**src/design/positional_list_engine_top_assert.svh**
```systemverilog
// Assertion macros used by the list engine control logic (plist_ctrl).
`ifndef POSITIONAL_LIST_ENGINE_TOP_ASSERT_SVH
`define POSITIONAL_LIST_ENGINE_TOP_ASSERT_SVH

`ifndef SYNTHESIS
// Clocked check, masked while reset is high.
`define PLIST_ASSERT(lbl, clk_sig, rst_sig, prop, msg) \
  lbl: assert property (@(posedge clk_sig) disable iff (rst_sig) prop) else $error(msg);
// Clocked check that also holds during reset.
`define PLIST_ASSERT_ALWAYS(lbl, clk_sig, prop, msg) \
  lbl: assert property (@(posedge clk_sig) prop) else $error(msg);
`else
`define PLIST_ASSERT(lbl, clk_sig, rst_sig, prop, msg)
`define PLIST_ASSERT_ALWAYS(lbl, clk_sig, prop, msg)
`endif

`endif

```
**src/design/plist_pkg.sv**
```systemverilog
package plist_pkg;

  localparam int CAPACITY = 64;
  localparam int CNT_W    = $clog2(CAPACITY + 1);
  localparam int IDX_W    = $clog2(CAPACITY);

  // fixed field widths of the stream words
  localparam int ACT_W    = 2;
  localparam int VAL_W    = 32;
  localparam int POS_W    = 7;
  localparam int STAT_W   = 3;
  localparam int FOUND_W  = 6;
  localparam int COUNT_W  = 7;
  localparam int CMP_W    = (POS_W > CNT_W) ? POS_W : CNT_W;

  localparam logic [ACT_W-1:0] ACT_INSERT    = 2'd0;
  localparam logic [ACT_W-1:0] ACT_DEL_FRONT = 2'd1;
  localparam logic [ACT_W-1:0] ACT_DEL_REAR  = 2'd2;
  localparam logic [ACT_W-1:0] ACT_SEARCH    = 2'd3;

  localparam logic [STAT_W-1:0] ST_OK       = 3'd0;
  localparam logic [STAT_W-1:0] ST_BADPOS   = 3'd1;
  localparam logic [STAT_W-1:0] ST_EMPTY    = 3'd2;
  localparam logic [STAT_W-1:0] ST_NOTFOUND = 3'd3;
  localparam logic [STAT_W-1:0] ST_FULL     = 3'd4;

  // per-cell moves
  localparam logic [1:0] OP_HOLD  = 2'd0;
  localparam logic [1:0] OP_LEFT  = 2'd1;  // take the entry in front (insert shift)
  localparam logic [1:0] OP_RIGHT = 2'd2;  // take the entry behind (delete front)
  localparam logic [1:0] OP_LOAD  = 2'd3;  // take the new value

  typedef struct packed {
    logic [1:0] op;
    logic       cmp;
  } cell_ctl_t;

endpackage

```
**src/design/plist_cell.sv**
```systemverilog
module plist_cell
  import plist_pkg::*;
(
  input  logic             clk,
  input  cell_ctl_t        ctl,
  input  logic [VAL_W-1:0] value,
  input  logic [VAL_W-1:0] left_entry,
  input  logic [VAL_W-1:0] right_entry,
  output logic [VAL_W-1:0] entry,
  output logic             match
);

  logic [VAL_W-1:0] entry_next;

  always_comb begin
    case (ctl.op)
      OP_HOLD:  entry_next = entry;
      OP_LEFT:  entry_next = left_entry;
      OP_RIGHT: entry_next = right_entry;
      OP_LOAD:  entry_next = value;
      default:  entry_next = entry;
    endcase
  end

  always_ff @(posedge clk) begin
    entry <= entry_next;
    if (ctl.cmp) begin
      match <= (entry == value);
    end
  end

endmodule

```
**config.mk**
```make
export PLATFORM = sky130hd
export DESIGN_NAME = plist_cell
export DESIGN_NICKNAME = d
export VERILOG_FILES = /design/src/design/positional_list_engine_top_assert.svh /design/src/design/plist_pkg.sv /design/src/design/plist_cell.sv
export SDC_FILE = /design/constraint.sdc
export NUM_CORES = 1
export LEC_CHECK = 0
export ABC_CLOCK_PERIOD_IN_PS = 1400
export BUFFER_PORTS_ARGS = -buffer_cell sky130_fd_sc_hd__buf_2
export CAP_MARGIN = 15
export CORE_ASPECT_RATIO = 0.8
export CORE_MARGIN = 2
export CORE_UTILIZATION = 30
export CTS_CLUSTER_DIAMETER = 200
export DETAILED_ROUTE_END_ITERATION = 10
export MAX_ROUTING_LAYER = met4
export PLACE_DENSITY = 0.6
export SYNTH_ARGS = -nofsm -noshare
export SYNTH_HDL_FRONTEND = slang
export SYNTH_SLANG_ARGS = --single-unit
```
**constraint.sdc**
```tcl
create_clock -name clk -period 1.4 [get_ports clk]
set_input_delay 0.28 -clock clk [delete_from_list [all_inputs] [get_ports clk]]
set_output_delay 0.28 -clock clk [all_outputs]
set_load 0.005 [all_outputs]
```
==> flow_metrics.py, run 1 <==
metrics = {
    "outcome": {
        "status": "completed",
    },
    "timing": {
        "fmaxAchievable_ghz": 0.743,
        "finalWorstSetupSlack_ps": 54.6,
        "unrepaired_setup_endpoints_after_global_routing": "yes",
        "finalHoldViolations": 0,
        "timing.final.crit_share_pct": 96.1,
        "slew_headroom_pct": 68.0,
        "final.setup_skew_ps": 2.15,
        "setup_viol": 0,
        "tightestPinTransition_ps": 480,
        "fin_setup_tns_ps": 0,
        "hold_slack_ps": 199,
        "fin_crit_ps": 1350,
        "timing_max_transition_violations_final": 0,
    },
    "grt": {
        "grt_start_max_net_pins": 33,
        "grt.met2_usage_pct": 23.8,
        "global_route.peak_usage_layer": "met2",
        "use_met1_pct": 19.5,
        "global_route.overflow_total": 0,
        "antenna_found_initial": 0,
        "grt_pass1_wl_um": 8270,
        "met3_usage_pct": 3.88,
        "globalRouteTotalUtil_pct": 15.1,
        "first_global_vias": 1749,
    },
    "die": {
        "initial_core_utilization_pct": 31.3,
        "dieWidth_um": 95.7,
        "rows": 26,
        "coreArea_um2": 6440,
        "floorplan.io_pins": 133,
        "dieHeight_um": 77.3,
        "fp.dieArea_um2": 7400,
    },
    "route": {
        "drt-pass1-iter-count": 4,
        "antenna_violating_nets_post_route": 0,
        "avgViaCountPerCell": 4.50,
        "wl_um": 5580,
        "post_drt_wl_per_cell_um": 13.8,
        "drt-initial-drc-count": 39,
        "routed-via-count": 1817,
        "remaining_drc_errors": 0,
    },
    "yosys": {
        "yosys.area.top_type": "sky130_fd_sc_hd__edfxtp_1",
        "leading_post_synthesis_cells_by_cell_area": "sky130_fd_sc_hd__edfxtp_1 49%, sky130_fd_sc_hd__mux2i_1 16%, sky130_fd_sc_hd__xor2_1 14%",
        "ys_types": 12,
        "syn-cell-area_um2": 2020,
        "yosysWarnings": 0,
        "synthesis_stage_register_bit_count": 33,
        "net_count_synth": 284,
        "ys_seq_area_share_pct": 49.1,
        "synth_area_per_cell_um2": 11.0,
        "netlist_instances": 184,
        "synth_top_cell_area_share_pct": 49.1,
    },
    "cells_and_area": {
        "layout_commonest_cell": "sky130_fd_sc_hd__buf_2",
        "finish.net_count": 419,
        "final_layout_size_suffix_gt1_share_pct": 46.3,
        "utilization_pct": 44.7,
        "synthToLayoutAreaGrowth_pct": 42.6,
        "layout.cells.most_common_list": "132 x sky130_fd_sc_hd__buf_2, 33 x sky130_fd_sc_hd__nor2_1, 33 x sky130_fd_sc_hd__edfxtp_1",
        "antenna_cells_inserted": 0,
    },
    "setup_path": {
        "reg2reg_slack_ps": 50,
        "crit_path_start": "entry[13]$_DFFE_PP_",
        "worst-setup-path-type": "flip-flop to flip-flop",
        "slowest_delay_ps": 400,
        "critical_path_arrival_ps": 1480,
        "cp-start-kind": "flip-flop",
        "cp_max_fo": 2,
        "timing.critical_path.required_ps": 1540,
        "cp_capture_point": "match$_DFFE_PP_",
        "r2r-end": "match$_DFFE_PP_",
        "crit_path_top_delay_cell": "sky130_fd_sc_hd__edfxtp_1",
        "crit_path_end_kind": "flip-flop",
        "worstReg2RegStart": "entry[13]$_DFFE_PP_",
        "crit_path_cell_trace": "xor2_1, nor4_2, buf_4, nand4_1, nor2_1",
        "worstRegToRegCells": 5,
    },
    "clock_tree": {
        "cts_htree_levels": 2,
        "clock_latency_ps": 280,
        "numCtsBuffers": 5,
        "max-clock-path-buffers": 2,
        "clock_sinks": 33,
        "post_cts_hold_buffer_count": 0,
        "clockRootBuffer": "sky130_fd_sc_hd__clkbuf_8",
        "clk_pin_slew_ps": 70,
        "tritoncts": "built",
    },
    "min_path": {
        "hold_path_class": "primary input to flip-flop",
    },
    "placed_design": {
        "preCtsSetupSlack_ps": -77.0,
        "gp_routability_congestion": 0.780,
        "hpwlAfterDp_um": 4320,
        "io_buffer_count": 132,
    },
    "power_and_ir_drop": {
        "peakVddDrop_v": 0.000423,
        "leakagePower_nw": 1.37,
        "power_density_nw_per_um2": 919,
    },
    "flow_run": {
        "drv_cap": 0,
    },
}
[registers in the layout, summed over array words and instances (netlist names)]
| register | count |
|---|---|
| match | 1 |
| entry | 32 |
[layout make-up]
cell class	count	area [µm²]
Clock buffer	8	80.1
Fill cell	663	3560
Multi-Input combinational cell	140	975
Sequential cell	33	991
Tap cell	84	105
Timing Repair Buffer	139	726
[through the flow]
step / power (mW) / area (µm²) / instances
after CTS: 2.68 / 2880 / 404
after global routing: 2.79 / 2880 / 404
after detailed placement: 1.96 / 2770 / 395
after floorplan: 1.61 / 2020 / 184
after global placement: 1.96 / 2770 / 395
final: 2.64 / 2880 / 404
[synth_stat cells]
library cell	instances
sky130_fd_sc_hd__buf_2	4
sky130_fd_sc_hd__xor2_1	32
sky130_fd_sc_hd__mux2i_1	32
sky130_fd_sc_hd__clkbuf_1	3
sky130_fd_sc_hd__nor2_1	33
sky130_fd_sc_hd__a21oi_1	32
sky130_fd_sc_hd__nor4_1	8
sky130_fd_sc_hd__nand4_1	2
sky130_fd_sc_hd__or2_2	1
sky130_fd_sc_hd__edfxtp_1	33
sky130_fd_sc_hd__buf_4	1
sky130_fd_sc_hd__buf_6	3
[layer usage]
metal	vias up	wire, µm
met5	-	0
met4	0	27
met3	4	451
met2	79	2520
met1	798	2580
li1	936	-
[worst max-delay path, delay by kind of cell, from the launching register on]
kind	cells	cell delay (ps)
buffers and inverters	1	150
xor gates and xnor gates	1	170
DFF	1	400
and+or+nand+nor	3	490
[power breakdown]
part	internal, mW	total [mW]	leakage, nW	switching [mW]
clock network	0.353	0.696	0.0395	0.342
logic	0.334	0.651	0.995	0.317
registers	1.23	1.30	0.333	0.0712
[logic make-up (layout without fill, tap and decap cells)]
kind of cell	after synthesis	in the layout	share of synthesized area [%]
simple gates	44	44	9.55
flops	33	33	49.1
compound gates	32	32	7.94
xor+xnor	32	32	13.9
mux	32	32	15.9
buf+inv	11	147	3.60
[worst min path at each step]
| stage | start | endpoint | slack (ps) | depth (start not counted) |
|---|---|---|---|---|
| after floorplan | ctl[0] | match$_DFFE_PP_ | 390 | 0 |
| after global placement | ctl[0] | match$_DFFE_PP_ | 490 | 1 |
| after detailed placement | ctl[0] | match$_DFFE_PP_ | 490 | 1 |
| after CTS | ctl[0] | match$_DFFE_PP_ | 190 | 1 |
| after global routing | ctl[0] | match$_DFFE_PP_ | 200 | 1 |
| final | ctl[0] | match$_DFFE_PP_ | 200 | 1 |
[timing repair]
item                                    in CTS  in global routing
pin swaps                                    2                  0
cloned                                       0                  0
gates resized for setup                      3                  0
endpoints found under the hold margin        0                  0
endpoints found under the setup margin       1                  1
buffers inserted                             1                  0
No activity file was read; power rests on OpenSTA's default activity.
==> run 2: changes to the inputs <==
Settings changed: CAP_MARGIN 15 to default, CTS_BUF_LIST from default to sky130_fd_sc_hd__clkbuf_8.
==> run 2 against run 1 <==
  * Via count about the same
  * Total power down 0.74%
  * Worst hold slack about the same
  * Count of clock-buffer cells in the layout down 3
  * Combinational power about the same
  * Utilization unchanged
  * Largest power group unchanged
  * Cell count unchanged
  * Critical endpoint unchanged
  * Final area unchanged
  * Sequential share of layout area unchanged
==> flow_metrics.py, run 2 (synthesis gave the netlist of run 1 again) <==
metrics = {
    "timing": {
        "fin_crit_ps": 1350,
        "slew_headroom_pct": 68.0,
        "tightestPinTransition_ps": 480,
        "unrepaired_setup_endpoints_after_global_routing": "yes",
        "timing.final.crit_share_pct": 96.1,
        "setup_viol": 0,
        "timing_max_transition_violations_final": 0,
        "fmaxAchievable_ghz": 0.743,
        "fin_setup_tns_ps": 0,
        "hold_slack_ps": 198,
        "finalHoldViolations": 0,
        "final.setup_skew_ps": 2.49,
    },
    "die": {
        "fp.dieArea_um2": 7400,
        "dieHeight_um": 77.3,
        "floorplan.io_pins": 133,
        "dieWidth_um": 95.7,
        "coreArea_um2": 6440,
        "initial_core_utilization_pct": 31.3,
        "rows": 26,
    },
    "route": {
        "drt-initial-drc-count": 40,
        "antenna_violating_nets_post_route": 0,
        "maxUsedRoutingLayer": "met4",
        "avgViaCountPerCell": 4.50,
        "post_drt_wl_per_cell_um": 13.8,
        "dr_wl_met2_um": 2520,
        "wirelength_met1_um": 2590,
        "routed-wl-met3_um": 450,
        "drt-pass1-iter-count": 4,
        "remaining_drc_errors": 0,
        "routed-via-count": 1816,
        "wl_um": 5590,
    },
    "setup_path": {
        "cp-start-kind": "flip-flop",
        "cp_max_fo": 2,
        "r2r-end": "match$_DFFE_PP_",
        "critical_path_arrival_ps": 1490,
        "worstRegToRegCells": 5,
        "crit_path_end_kind": "flip-flop",
        "timing.critical_path.required_ps": 1540,
        "worstReg2RegStart": "entry[13]$_DFFE_PP_",
        "worst-setup-path-type": "flip-flop to flip-flop",
        "reg2reg_slack_ps": 50,
    },
    "cells_and_area": {
        "synthToLayoutAreaGrowth_pct": 42.6,
        "layout.cells.most_common_list": "132 x sky130_fd_sc_hd__buf_2, 33 x sky130_fd_sc_hd__nor2_1, 33 x sky130_fd_sc_hd__edfxtp_1",
        "utilization_pct": 44.7,
        "antenna_cells_inserted": 0,
        "final_layout_size_suffix_gt1_share_pct": 46.3,
        "largestRegisters": "entry (32), match (1)",
        "postLayoutCellArea_um2": 2880,
        "max_flop_register": "entry",
        "layout_commonest_cell": "sky130_fd_sc_hd__buf_2",
        "finish.net_count": 419,
        "largest_reg_flops": 32,
    },
    "placed_design": {
        "hpwlAfterDp_um": 4320,
        "gp_routability_congestion": 0.780,
        "io_buffer_count": 132,
        "post_dp_cell_area_um2": 2770,
    },
    "grt": {
        "first_global_vias": 1749,
        "global_route.overflow_total": 0,
        "grt_pass1_wl_um": 8270,
        "grt_start_max_net_pins": 33,
        "globalRouteTotalUtil_pct": 15.1,
        "antenna_found_initial": 0,
    },
    "min_path": {
        "hold_path_class": "primary input to flip-flop",
        "worst_hold_path.num_cells": 1,
        "hold_worst_path_end": "match$_DFFE_PP_",
        "holdCritStartpoint": "ctl[0]",
    },
    "clock_tree": {
        "clk_pin_slew_ps": 70,
        "max-clock-path-buffers": 2,
        "numCtsBuffers": 5,
        "cts_htree_levels": 2,
        "clock_latency_ps": 280,
        "clock_sinks": 33,
        "clockRootBuffer": "sky130_fd_sc_hd__clkbuf_8",
        "tritoncts": "built",
    },
    "outcome": {
        "status": "completed",
    },
    "flow_run": {
        "drv_cap": 0,
    },
    "power_and_ir_drop": {
        "power_density_nw_per_um2": 912,
        "leakagePower_nw": 1.38,
        "peakVddDrop_v": 0.000424,
    },
}
## run 2: changes by cell type in the layout (fill, tap and decap cells not counted), sizes merged
cell | before | now
clkbuf | 8 | 5
inv | 0 | 3
## run 2: what timing repair did
item / CTS / global route
buffers inserted: 1 / 0
gates resized for setup: 3 / 0
setup endpoints to repair: 1 / 1
hold buffers: 0 / 0
endpoints found under the hold margin: 0 / 0
pin swaps: 2 / 1
## run 2: per-layer routing
layer,up-vias,track usage [%]
li1,937,-
met1,796,19.5
met2,79,23.8
met3,4,3.88
met4,0,3.43
met5,-,-
## run 2: through the flow
step | total power [mW] | setup slack [ps] | std cells
2_1_floorplan | 1.61 | 150 | 184
3_3_place_gp | 1.96 | -54.3 | 395
3_5_place_dp | 1.96 | -77.0 | 395
4_1_cts | 2.66 | 6.79 | 404
5_1_grt | 2.76 | -112 | 404
6_report | 2.62 | 54.1 | 404
## run 2: area by class of cell
class / count / area [µm²]
multi-input combinational: 140 / 975
sequential: 33 / 991
fill: 663 / 3560
timing repair buffer: 139 / 726
clock inverter: 3 / 11.3
tap: 84 / 105
clock buffer: 5 / 68.8
## run 2: worst max-delay path by stage
stage / startpoint / endpoint / slack (ps) / depth (start not counted)
2_1_floorplan: ctl[1] / entry[0]$_DFFE_PP_ / 150 / 3
3_3_place_gp: value[31] / match$_DFFE_PP_ / -50 / 6
3_5_place_dp: value[31] / match$_DFFE_PP_ / -80 / 6
4_1_cts: entry[13]$_DFFE_PP_ / match$_DFFE_PP_ / 7 / 5
5_1_grt: entry[2]$_DFFE_PP_ / match$_DFFE_PP_ / -110 / 5
6_report: entry[13]$_DFFE_PP_ / match$_DFFE_PP_ / 50 / 5
## run 2: worst max-delay path: stages (launching register included)
cell and delay (ps):
sky130_fd_sc_hd__edfxtp_1 400, sky130_fd_sc_hd__xor2_1 170, sky130_fd_sc_hd__nor4_2 300, sky130_fd_sc_hd__buf_4 150, sky130_fd_sc_hd__nand4_1 80, sky130_fd_sc_hd__nor2_1 110
## run 2: power by group
group,internal [mW],switching [mW]
registers,1.23,0.0712
clock network,0.331,0.345
logic,0.334,0.318
total,1.89,0.733
==> run 3: changes to the inputs <==
Settings changed: REMOVE_ABC_BUFFERS from default to 1.
==> run 3 against run 2 <==
  * Sequential power hardly changed
  * Combinational power about the same
  * Clock power fell by 3.8%
  * Utilization up 0.68 points
  * Final area rose by 1.5%
  * Cell count down 0.25%
  * Critical path depth decreased by 1
  * Wire length fell by 6.7%
  * Fmax rose by 0.44%
  * Sequential cell count stayed put
  * Global-route usage is 0.68 points lower
  * Largest cell class unchanged
==> flow_metrics.py, run 3 (synthesis gave the netlist of run 1 again) <==
metrics = {
    "outcome": {
        "status": "completed",
    },
    "cells_and_area": {
        "final_layout_size_suffix_gt1_share_pct": 47.0,
        "largest_reg_flops": 32,
        "postLayoutCellArea_um2": 2920,
        "largestRegisters": "entry (32), match (1)",
        "antenna_cells_inserted": 0,
        "finish.net_count": 419,
        "max_flop_register": "entry",
        "layout_commonest_cell": "sky130_fd_sc_hd__buf_2",
        "layout.cells.most_common_list": "132 x sky130_fd_sc_hd__buf_2, 33 x sky130_fd_sc_hd__nor2_1, 33 x sky130_fd_sc_hd__edfxtp_1",
        "num-fill-cells": 663,
        "synthToLayoutAreaGrowth_pct": 44.8,
    },
    "route": {
        "routed-via-count": 1807,
        "maxUsedRoutingLayer": "met4",
        "remaining_drc_errors": 0,
        "dr_wl_met2_um": 2410,
        "wl_um": 5210,
        "routed-wl-met3_um": 492,
        "wirelength_met1_um": 2290,
        "antenna_violating_nets_post_route": 0,
        "post_drt_wl_per_cell_um": 12.9,
        "drt-pass1-iter-count": 4,
        "drt-initial-drc-count": 38,
        "avgViaCountPerCell": 4.48,
    },
    "setup_path": {
        "critical_path_arrival_ps": 1480,
        "timing.critical_path.required_ps": 1540,
        "cp_max_fo": 2,
        "crit_path_end_kind": "flip-flop",
        "cp-start-kind": "flip-flop",
        "worst-setup-path-type": "flip-flop to flip-flop",
    },
    "clock_tree": {
        "clk_pin_slew_ps": 70,
        "clock_latency_ps": 270,
        "post_cts_hold_buffer_count": 0,
        "numCtsBuffers": 5,
        "clockRootBuffer": "sky130_fd_sc_hd__clkbuf_8",
        "max-clock-path-buffers": 2,
        "cts_setup_buffers": 0,
        "tritoncts": "built",
        "clock_sinks": 33,
        "cts_htree_levels": 2,
    },
    "timing": {
        "finalWorstSetupSlack_ps": 60.0,
        "fin_crit_ps": 1340,
        "timing.final.crit_share_pct": 95.7,
        "tightestPinTransition_ps": 308,
        "timing_max_transition_violations_final": 0,
        "final.setup_skew_ps": 2.30,
        "unrepaired_setup_endpoints_after_global_routing": "yes",
        "setup_viol": 0,
        "fin_setup_tns_ps": 0,
        "slew_headroom_pct": 79.4,
        "fmaxAchievable_ghz": 0.746,
        "finalHoldViolations": 0,
    },
    "die": {
        "rows": 26,
        "floorplan.io_pins": 133,
        "coreArea_um2": 6440,
        "dieWidth_um": 95.7,
        "initial_core_utilization_pct": 31.3,
        "dieHeight_um": 77.3,
        "fp.dieArea_um2": 7400,
    },
    "placed_design": {
        "gp_routability_congestion": 0.756,
        "post_dp_cell_area_um2": 2810,
        "hpwlAfterDp_um": 4190,
        "preCtsSetupSlack_ps": -78.1,
        "io_buffer_count": 132,
    },
    "grt": {
        "grt_start_max_net_pins": 33,
        "antenna_found_initial": 0,
        "first_global_vias": 1763,
        "global_route.overflow_total": 0,
        "grt_pass1_wl_um": 8020,
        "globalRouteTotalUtil_pct": 14.4,
    },
    "power_and_ir_drop": {
        "power_density_nw_per_um2": 890,
        "peakVddDrop_v": 0.000368,
        "leakagePower_nw": 1.39,
    },
    "min_path": {
        "hold_path_class": "primary input to flip-flop",
    },
    "flow_run": {
        "drv_cap": 0,
    },
}
## run 3: layout make-up
class                      count  area (µm²)  share of cell area [%]
tap                           84         105                    3.60
multi-input combinational    140         985                    33.7
clock buffer                   5        68.8                    2.36
timing repair buffer         139         763                    26.1
sequential                    33         991                    33.9
clock inverter                 2        7.51                   0.257
## run 3: path summary, 6_finish.rpt
check                      start              end  slack [ps]  cells after the start
max          entry[31]$_DFFE_PP_  match$_DFFE_PP_          60                      4
max reg2reg  entry[31]$_DFFE_PP_  match$_DFFE_PP_          60                      4
min reg2reg  entry[28]$_DFFE_PP_  match$_DFFE_PP_         850                      4
min                       ctl[0]  match$_DFFE_PP_         220                      1
## run 3: repair_timing
action | CTS | global route
gates resized for setup | 2 | 3
pin swaps | 2 | 3
gates cloned | 0 | 0
setup endpoints to repair | 1 | 1
## run 3: worst max-delay path, cell delays in order (launching register included)
cell and delay (ps):
sky130_fd_sc_hd__edfxtp_1 400, sky130_fd_sc_hd__xor2_1 170, sky130_fd_sc_hd__nor4_1 310, sky130_fd_sc_hd__nand4_1 200
sky130_fd_sc_hd__nor2_1 120
## run 3: layer usage
layer  vias up  global-route usage (%)
met4         0                    3.00
met5         -                       -
met2        81                    24.1
met1       792                    17.2
li1        932                       -
met3         2                    4.27
## run 3: power breakdown
| group | internal [mW] | leakage (nW) | switching [mW] |
|---|---|---|---|
| registers | 1.23 | 0.333 | 0.0688 |
| clock network | 0.328 | 0.0428 | 0.323 |
| logic | 0.343 | 1.01 | 0.310 |
## run 3: per-stage QoR
| step | total power [mW] | hold slack [ps] | utilization (%) | instances |
|---|---|---|---|---|
| after floorplan | 1.56 | 392 | - | 173 |
| after global placement | 1.95 | 502 | 43.7 | 396 |
| after detailed placement | 1.96 | 505 | 43.7 | 396 |
| after CTS | 2.64 | 210 | 45.0 | 403 |
| after global routing | 2.75 | 211 | 45.3 | 403 |
| final | 2.60 | 220 | 45.3 | 403 |
